`src/rtl/sfb_pkg.sv`:
```
// ----------------------------------------------------------------------------
// sfb_pkg
// Shared constants for the sprite XOR framebuffer: opcodes, display size,
// request and result packing widths.
// ----------------------------------------------------------------------------
package sfb_pkg;

  localparam int COLUMNS           = 64;
  localparam int DISPLAY_LINES_DEF = 32;

  // opcodes
  localparam logic [1:0] OP_CLEAR = 2'd0;
  localparam logic [1:0] OP_BEGIN = 2'd1;
  localparam logic [1:0] OP_DRAW  = 2'd2;
  localparam logic [1:0] OP_READ  = 2'd3;

  // field widths
  localparam int OPCODE_W = 2;
  localparam int POS_X_W  = 8;
  localparam int POS_Y_W  = 8;
  localparam int ROFF_W   = 4;
  localparam int SPRITE_W = 8;
  localparam int SEL_W    = 5;

  // request packing, first field in the low bits
  localparam int OPCODE_LO = 0;
  localparam int POS_X_LO  = OPCODE_LO + OPCODE_W;
  localparam int POS_Y_LO  = POS_X_LO + POS_X_W;
  localparam int ROFF_LO   = POS_Y_LO + POS_Y_W;
  localparam int SPRITE_LO = ROFF_LO + ROFF_W;
  localparam int SEL_LO    = SPRITE_LO + SPRITE_W;
  localparam int IN_BITS   = SEL_LO + SEL_W;
  localparam int IN_DATA_W = ((IN_BITS + 7) / 8) * 8;

  // result packing
  localparam int OUT_BITS   = 1 + COLUMNS;
  localparam int OUT_DATA_W = ((OUT_BITS + 7) / 8) * 8;

endpackage

```
`src/rtl/sfb_ram.sv`:
```
// ----------------------------------------------------------------------------
// sfb_ram
// Generic single-write, single-read RAM with a registered read port.
// A read at the address being written returns the old contents.
// ----------------------------------------------------------------------------
module sfb_ram #(
  parameter int WIDTH = 64,
  parameter int DEPTH = 32
) (
  input  logic                     clk,
  input  logic                     we,
  input  logic [$clog2(DEPTH)-1:0] waddr,
  input  logic [WIDTH-1:0]         wdata,
  input  logic                     re,
  input  logic [$clog2(DEPTH)-1:0] raddr,
  output logic [WIDTH-1:0]         rdata
);

  logic [WIDTH-1:0] mem [0:DEPTH-1];

  always_ff @(posedge clk) begin
    if (we) begin
      mem[waddr] <= wdata;
    end
    if (re) begin
      rdata <= mem[raddr];
    end
  end

endmodule

```
`src/rtl/sprite_xor_framebuffer_top.sv`:
```
// ----------------------------------------------------------------------------
// sprite_xor_framebuffer_top
// 64-column one-bit display with sprite-row XOR drawing, collision flag,
// whole-screen clear through per-line valid bits, and line readback.
// ----------------------------------------------------------------------------
//
//  channel  | direction | payload
//  ---------+-----------+-------------------------------------------------------
//  s_*      | in        | request: opcode, pos_x, pos_y, row_offset, sprite_byte,
//           |           |          line_select
//  m_*      | out       | result:  collision, line_pixels
//
//  One request per cycle sustained while the output is not stalled. The line
//  memory is read at the accepting edge into stage 1; the read-modify-write
//  result then goes into the result register, which presents it. Back-to-back
//  draws to the same line use a bypass of the previous write. Reset clears the
//  line valid bits, the collision flag and the pipeline valids; the line memory
//  itself needs no clearing pass. A stalled result holds the stage behind it,
//  and s_tready drops only when both stages are full.
//
module sprite_xor_framebuffer_top #(
  parameter int DISPLAY_LINES = sfb_pkg::DISPLAY_LINES_DEF
) (
  input  logic                           clk,
  input  logic                           rst,
  input  logic                           s_tvalid,
  output logic                           s_tready,
  // opcode, pos_x, pos_y, row_offset, sprite_byte, line_select (low bit up)
  input  logic [sfb_pkg::IN_DATA_W-1:0]  s_tdata,
  output logic                           m_tvalid,
  input  logic                           m_tready,
  // collision, line_pixels (low bit up)
  output logic [sfb_pkg::OUT_DATA_W-1:0] m_tdata
);

  localparam int LW     = $clog2(DISPLAY_LINES);
  localparam int CW     = sfb_pkg::COLUMNS;
  // reciprocal scaled by 2^16, rounded up; exact quotient for any 8-bit pos_y
  localparam int YRECIP = (65536 + DISPLAY_LINES - 1) / DISPLAY_LINES;

  // request fields
  logic [sfb_pkg::OPCODE_W-1:0] in_opcode;
  logic [sfb_pkg::POS_X_W-1:0]  in_pos_x;
  logic [sfb_pkg::POS_Y_W-1:0]  in_pos_y;
  logic [sfb_pkg::ROFF_W-1:0]   in_row_offset;
  logic [sfb_pkg::SPRITE_W-1:0] in_sprite_byte;
  logic [sfb_pkg::SEL_W-1:0]    in_line_select;

  assign in_opcode      = s_tdata[sfb_pkg::OPCODE_LO +: sfb_pkg::OPCODE_W];
  assign in_pos_x       = s_tdata[sfb_pkg::POS_X_LO  +: sfb_pkg::POS_X_W];
  assign in_pos_y       = s_tdata[sfb_pkg::POS_Y_LO  +: sfb_pkg::POS_Y_W];
  assign in_row_offset  = s_tdata[sfb_pkg::ROFF_LO   +: sfb_pkg::ROFF_W];
  assign in_sprite_byte = s_tdata[sfb_pkg::SPRITE_LO +: sfb_pkg::SPRITE_W];
  assign in_line_select = s_tdata[sfb_pkg::SEL_LO    +: sfb_pkg::SEL_W];

  // stage 1 registers
  logic                         s1_valid;
  logic [sfb_pkg::OPCODE_W-1:0] s1_opcode;
  logic [5:0]                   s1_x;
  logic [sfb_pkg::SPRITE_W-1:0] s1_sprite;
  logic [LW-1:0]                s1_line;
  logic                         s1_hit;

  // bypass of the write made at the edge that read this stage's line
  logic                         fwd_en;
  logic [LW-1:0]                fwd_line;
  logic [CW-1:0]                fwd_data;

  logic [DISPLAY_LINES-1:0]     line_valid;
  logic                         collision_flag;

  logic                         out_valid;
  logic                         out_collision;
  logic [CW-1:0]                out_pixels;

  logic                         in_accept;
  logic                         s1_advance;

  logic [21:0]                  y_prod;
  logic [5:0]                   y_quot;
  logic [12:0]                  y_qd;
  logic [7:0]                   rem;
  logic [6:0]                   y_sum;
  logic                         y_ok;
  logic                         sel_ok;
  logic [6:0]                   addr_wide;
  logic                         in_hit;

  logic [CW-1:0]                ram_q;
  logic [CW-1:0]                cur;
  logic [CW-1:0]                mask;
  logic [7:0]                   sprite_rev;
  logic                         wr_en;
  logic [CW-1:0]                wr_data;
  logic                         collision_next;

  assign s1_advance = s1_valid && (!out_valid || m_tready);
  assign s_tready   = !s1_valid || s1_advance;
  assign in_accept  = s_tvalid && s_tready;

  // pos_y mod DISPLAY_LINES by reciprocal multiplication
  assign y_prod = 22'(in_pos_y) * 22'(YRECIP);
  assign y_quot = y_prod[21:16];
  assign y_qd   = 13'(y_quot) * 13'(DISPLAY_LINES);
  assign rem    = in_pos_y - y_qd[7:0];

  assign y_sum     = rem[6:0] + 7'(in_row_offset);
  assign y_ok      = y_sum < 7'(DISPLAY_LINES);
  assign sel_ok    = {2'b00, in_line_select} < 7'(DISPLAY_LINES);
  assign addr_wide = (in_opcode == sfb_pkg::OP_READ) ? {2'b00, in_line_select} : y_sum;

  always_comb begin
    case (in_opcode)
      sfb_pkg::OP_DRAW: in_hit = y_ok;
      sfb_pkg::OP_READ: in_hit = sel_ok;
      default:          in_hit = 1'b0;
    endcase
  end

  sfb_ram #(
    .WIDTH (CW),
    .DEPTH (DISPLAY_LINES)
  ) u_lines (
    .clk   (clk),
    .we    (wr_en),
    .waddr (s1_line),
    .wdata (wr_data),
    .re    (in_accept),
    .raddr (addr_wide[LW-1:0]),
    .rdata (ram_q)
  );

  // current line contents, invalid lines read as zero
  always_comb begin
    cur = '0;
    if (s1_hit && line_valid[s1_line]) begin
      cur = (fwd_en && fwd_line == s1_line) ? fwd_data : ram_q;
    end
  end

  always_comb begin
    for (int k = 0; k < 8; k++) begin
      sprite_rev[k] = s1_sprite[7-k];
    end
  end

  // shifting past column 63 drops those pixels
  assign mask    = {{(CW-8){1'b0}}, sprite_rev} << s1_x;
  assign wr_data = cur ^ mask;
  assign wr_en   = s1_advance && s1_hit && (s1_opcode == sfb_pkg::OP_DRAW);

  always_comb begin
    collision_next = collision_flag;
    if (s1_opcode == sfb_pkg::OP_BEGIN) begin
      collision_next = 1'b0;
    end else if (wr_en && ((cur & mask) != '0)) begin
      collision_next = 1'b1;
    end
  end

  always_ff @(posedge clk) begin
    if (rst) begin
      s1_valid       <= 1'b0;
      out_valid      <= 1'b0;
      fwd_en         <= 1'b0;
      line_valid     <= '0;
      collision_flag <= 1'b0;
    end else begin
      if (in_accept) begin
        s1_valid <= 1'b1;
        fwd_en   <= wr_en;
      end else if (s1_advance) begin
        s1_valid <= 1'b0;
      end
      if (s1_advance) begin
        out_valid      <= 1'b1;
        collision_flag <= collision_next;
        if (s1_opcode == sfb_pkg::OP_CLEAR) begin
          line_valid <= '0;
        end else if (wr_en) begin
          line_valid[s1_line] <= 1'b1;
        end
      end else if (m_tready) begin
        out_valid <= 1'b0;
      end
    end
  end

  // payload registers
  always_ff @(posedge clk) begin
    if (in_accept) begin
      s1_opcode <= in_opcode;
      s1_x      <= in_pos_x[5:0];
      s1_sprite <= in_sprite_byte;
      s1_line   <= addr_wide[LW-1:0];
      s1_hit    <= in_hit;
      fwd_line  <= s1_line;
      fwd_data  <= wr_data;
    end
    if (s1_advance) begin
      out_collision <= collision_next;
      out_pixels    <= (s1_opcode == sfb_pkg::OP_READ) ? cur : '0;
    end
  end

  assign m_tvalid = out_valid;
  assign m_tdata  = {{(sfb_pkg::OUT_DATA_W - sfb_pkg::OUT_BITS){1'b0}}, out_pixels, out_collision};

endmodule

```
`config.mk`:
```
export PLATFORM = sky130hd
export DESIGN_NAME = sprite_xor_framebuffer_top
export DESIGN_NICKNAME = d
export VERILOG_FILES = /design/src/rtl/sfb_pkg.sv /design/src/rtl/sfb_ram.sv /design/src/rtl/sprite_xor_framebuffer_top.sv
export SDC_FILE = /design/constraint.sdc
export NUM_CORES = 2
export LEC_CHECK = 0
export ABC_AREA = 1
export BUFFER_PORTS_ARGS = -buffer_cell sky130_fd_sc_hd__buf_2
export CORE_UTILIZATION = 45
export CTS_BUF_LIST = sky130_fd_sc_hd__clkbuf_4 sky130_fd_sc_hd__clkbuf_8
export DETAILED_ROUTE_END_ITERATION = 10
export PLACE_DENSITY = 0.57
export SLEW_MARGIN = 10
export SYNTH_ARGS = -nofsm -noshare
export SYNTH_HDL_FRONTEND = slang
export SYNTH_SLANG_ARGS = --single-unit
```
`constraint.sdc`:
```
create_clock -name clk -period 7.8 [get_ports clk]
set_clock_uncertainty 0.2 [all_clocks]
set_input_delay 1.56 -clock clk [delete_from_list [all_inputs] [get_ports clk]]
set_output_delay 1.56 -clock clk [all_outputs]
set_load 0.005 [all_outputs]
```
==> flow_summary.yaml <==
placed_design:
  dpl.hpwl_mm: 144
  preCtsSetupSlack_ns: 2.42
  gpl.final_weighted_congestion: 0.892
  port_buffers: 100
  dp.cells: 10600
global_routing:
  global_route_wire_length_before_repair_mm: 421
  first_global_vias: 60400
  overflow: 0
  grt_max_degree: 193
  globalRouteTotalUtil: 0.268
  grt_antenna_before_repair: 22
final_layout:
  layout.cells.non_filler: 11300
  layout.filler_cells: 18500
  nNetsFinal: 8293
  syn2layout_area_growth_pct: 11.0
  share_of_post_route_cells_with_drive_strength_above_1: 0.108
cts:
  cts_setup_buffers: 0
  cts.htree.levels: 5
  clk_latency_ns: 1.07
  cts_tree: "yes"
  clkSlewWorstSetupHoldPaths_ns: 0.05
  clock_path_buffers: 4
  cts_sinks: 2304
  cts-root-buf: "clkbuf_8"
  cts_buffers: 395
  cts.repair.resized: 0
  post_cts_hold_buffer_count: 0
hold_path:
  worst_hold_path_type: "reg2reg"
detailed_routing:
  drt_iter0_markers: 8551
  detailroute.via_count: 64600
  met3_wirelength_mm: 27.7
  wl_per_cell_microns: 26.0
  first_pass_iters: 6
  met2RoutedLength_mm: 133
  top_layer_used: "met5"
  detail_route.vias_per_cell: 5.74
  routed_wirelength_mm: 292
  met1_length_mm: 124
  route.detailed.drc: 0
  route.antenna.remaining_nets: 1
critical_path:
  setup.reg_to_reg.worst_slack_ns: 2.65
  worst_r2r_endpoint: "out_collision$_DFFE_PP_"
  critPathKind: "reg2reg"
  worst_setup_path_start_kind: "flip-flop"
  r2r-start: "s1_line[0]$_DFFE_PP_"
  r2r.worst_path.cells: 21
  endpoint: "out_collision$_DFFE_PP_"
  worst-path-max-fanout: 64
  timing.critical_path.from: "s1_line[0]$_DFFE_PP_"
  worstPathRequired_ns: 8.41
  crit_path_end_kind: "flip-flop"
  worst_ep_arrival_time_ns: 5.77
logic_synthesis:
  ys_ff_latch: 2304
  synthesis.yosys.warnings: 0
  synthMostInstantiatedCell: "edfxtp_1"
  synth.top_cell.area_share: 0.713
  synth_top_area_cell: "edfxtp_1"
  count_of_distinct_cell_types_in_the_synthesized_netlist: 36
  post_synth_inst_count: 8075
  synth-edff-count: 2268
  syn-cell-area_sq_um: 95500
  yosysSeqAreaShare: 0.721
  postSynth.topFlopCell: "edfxtp_1"
  synth_common_cells: "2268 x edfxtp_1, 2234 x nand3_1, 2028 x nand2_1"
  synth.avg_cell_area_sq_um: 11.8
  ys_async_sr_fraction: 0
  yosys-top-cells-area: "edfxtp_1 71%, nand3_1 12%, nand2_1 8.0%"
sta:
  final-hold-violation-count: 0
  post-route-min-period_ns: 5.15
  fin_tns_setup_ns: 0
  fin_hold_ws_ns: 0.255
  worst_slew_margin_rel: 0.131
  final_max_slew_viol_count: 0
  rsz0062_at_grt: "false"
  upper_clock_frequency_limit_mhz: 194
  fin_crit_sh: 0.661
  timing.final.ws_setup_ns: 2.65
  worstMarginPinSlew_ns: 1.30
  setup_viol: 0
pwr:
  seq_power_share: 0.501
  switchingPower_mw: 7.46
  p_per_area_nw_per_um2: 261
  power.ir.vdd_worst_mv: 0.214
  static-leakage-power_nw: 39.2
  switching_share: 0.270
  cellInternalPower_mw: 20.2
  clkPwrFrac: 0.371
  total_power_of_the_final_layout_mw: 27.6
  share_comb_of_total_power: 0.128
floorplan:
  floorplan.initialDensity: 0.454
  die-height_microns: 463
  die_width_microns: 463
  core_box_area_sq_um: 210000
  io_pins: 118
  floorplan.rows: 168
  design.die.area_sq_um: 214000
run:
  max_cap_violations: 0
status:
  outcome: "complete, but fails checks"
  failed_checks: "antenna violations"
-- power by group through the flow --
stage          Sequential, mW  Combinational (mW)  Clock, mW
2_1_floorplan            14.0                2.26          0
3_3_place_gp             14.1                3.47          0
3_5_place_dp             14.1                3.49          0
4_1_cts                  13.8                3.50       10.4
5_1_grt                  13.8                3.82       10.9
6_report                 13.8                3.54       10.2
-- final cells by class --
cell class / count / area, sq um / area share
tap: 2805 / 3510 / 0.0331
sequential: 2304 / 68800 / 0.649
multi-input combinational: 4907 / 23100 / 0.218
clock inverter: 134 / 672 / 0.00634
antenna: 8 / 20.0 / 0.000189
clock buffer: 534 / 6540 / 0.0617
inverter: 319 / 1220 / 0.0115
timing repair buffer: 248 / 2060 / 0.0195
-- stage by stage --
step	utilization	area, sq um
after global placement	0.470	98800
after global routing	0.504	106000
final	0.504	106000
after detailed placement	0.470	98800
after CTS	0.504	106000
after floorplan	-	95500
-- cell usage in the layout (no fill, tap or decap), types with 7 or more instances in the layout --
master | Yosys | final
nand3b_1 | 121 | 121
nand3_1 | 2234 | 2234
a31oi_1 | 20 | 19
nand3_2 | 21 | 19
clkbuf_8 | 0 | 404
o21ai_0 | 94 | 94
clkinv_1 | 4 | 100
ha_1 | 74 | 70
nand4_1 | 8 | 8
clkinvlp_4 | 0 | 7
diode_2 | 0 | 8
edfxtp_1 | 2268 | 2268
clkinv_2 | 0 | 26
nand2_1 | 2028 | 2026
clkbuf_4 | 0 | 130
dfxtp_1 | 36 | 36
inv_1 | 310 | 307
buf_12 | 0 | 36
a21oi_1 | 37 | 36
nor2_1 | 191 | 191
buf_4 | 38 | 112
buf_2 | 298 | 100
nor3_2 | 2 | 34
conb_1 | 1 | 7
-- routing by layer --
layer,vias up,global-route usage
met1,31900,0.388
met3,532,0.0431
met2,3322,0.414
met4,4,0.0851
li1,28900,-
met5,-,0
-- state kept, by name (all words and copies together), names as in the netlist --
register and cells:
collision_flag 1, fwd_data 64, fwd_en 1, fwd_line 5, line_valid 32, m_tvalid 1, out_collision 1, out_pixels 64
s1_hit 1, s1_line 5, s1_opcode 2, s1_sprite 8, s1_valid 1, s1_x 6, u_lines.mem 2048, u_lines.rdata 64
-- worst min-delay path by stage --
stage / from / end / slack, ns / cells past startpoint
final: line_valid[29]$_SDFFE_PP0P_ / line_valid[29]$_SDFFE_PP0P_ / 0.26 / 2
after global routing: line_valid[0]$_SDFFE_PP0P_ / line_valid[0]$_SDFFE_PP0P_ / 0.29 / 2
after CTS: line_valid[29]$_SDFFE_PP0P_ / line_valid[29]$_SDFFE_PP0P_ / 0.25 / 2
after detailed placement: line_valid[29]$_SDFFE_PP0P_ / line_valid[29]$_SDFFE_PP0P_ / 0.25 / 2
after global placement: line_valid[12]$_SDFFE_PP0P_ / line_valid[12]$_SDFFE_PP0P_ / 0.24 / 2
after floorplan: s1_line[0]$_DFFE_PP_ / fwd_line[0]$_DFFE_PP_ / 0.23 / 0
-- cell families after synthesis --
group	Yosys count	share of synthesized area
AOI/OAI and AO/OA	170	0.00942
buffers and inverters	870	0.0401
adders and majority gates	74	0.00970
xor gates and xnor gates	1	0.0000917
DFF	2304	0.721
and+or+nand+nor	4655	0.220
other	1	0.0000393
-- worst max-delay path, stage by stage, from the launching register on --
cell,delay [ns]
edfxtp_1,0.66
nand2_2,0.51
clkinv_1,0.44
nand2_1,0.15
nand4_1,0.10
nand2_1,0.07
nand2_1,0.06
nor2_2,0.14
nand2_4,0.47
nand3_1,0.54
inv_1,0.09
ha_2,0.18
nor2_1,0.13
nand2_1,0.10
nor2_1,0.12
nand2_1,0.06
nor2_1,0.25
nand2_1,0.24
nand2_1,0.11
nand2_1,0.05
nand2_1,0.08
inv_1,0.05
Power figures use the tool's default switching activity.
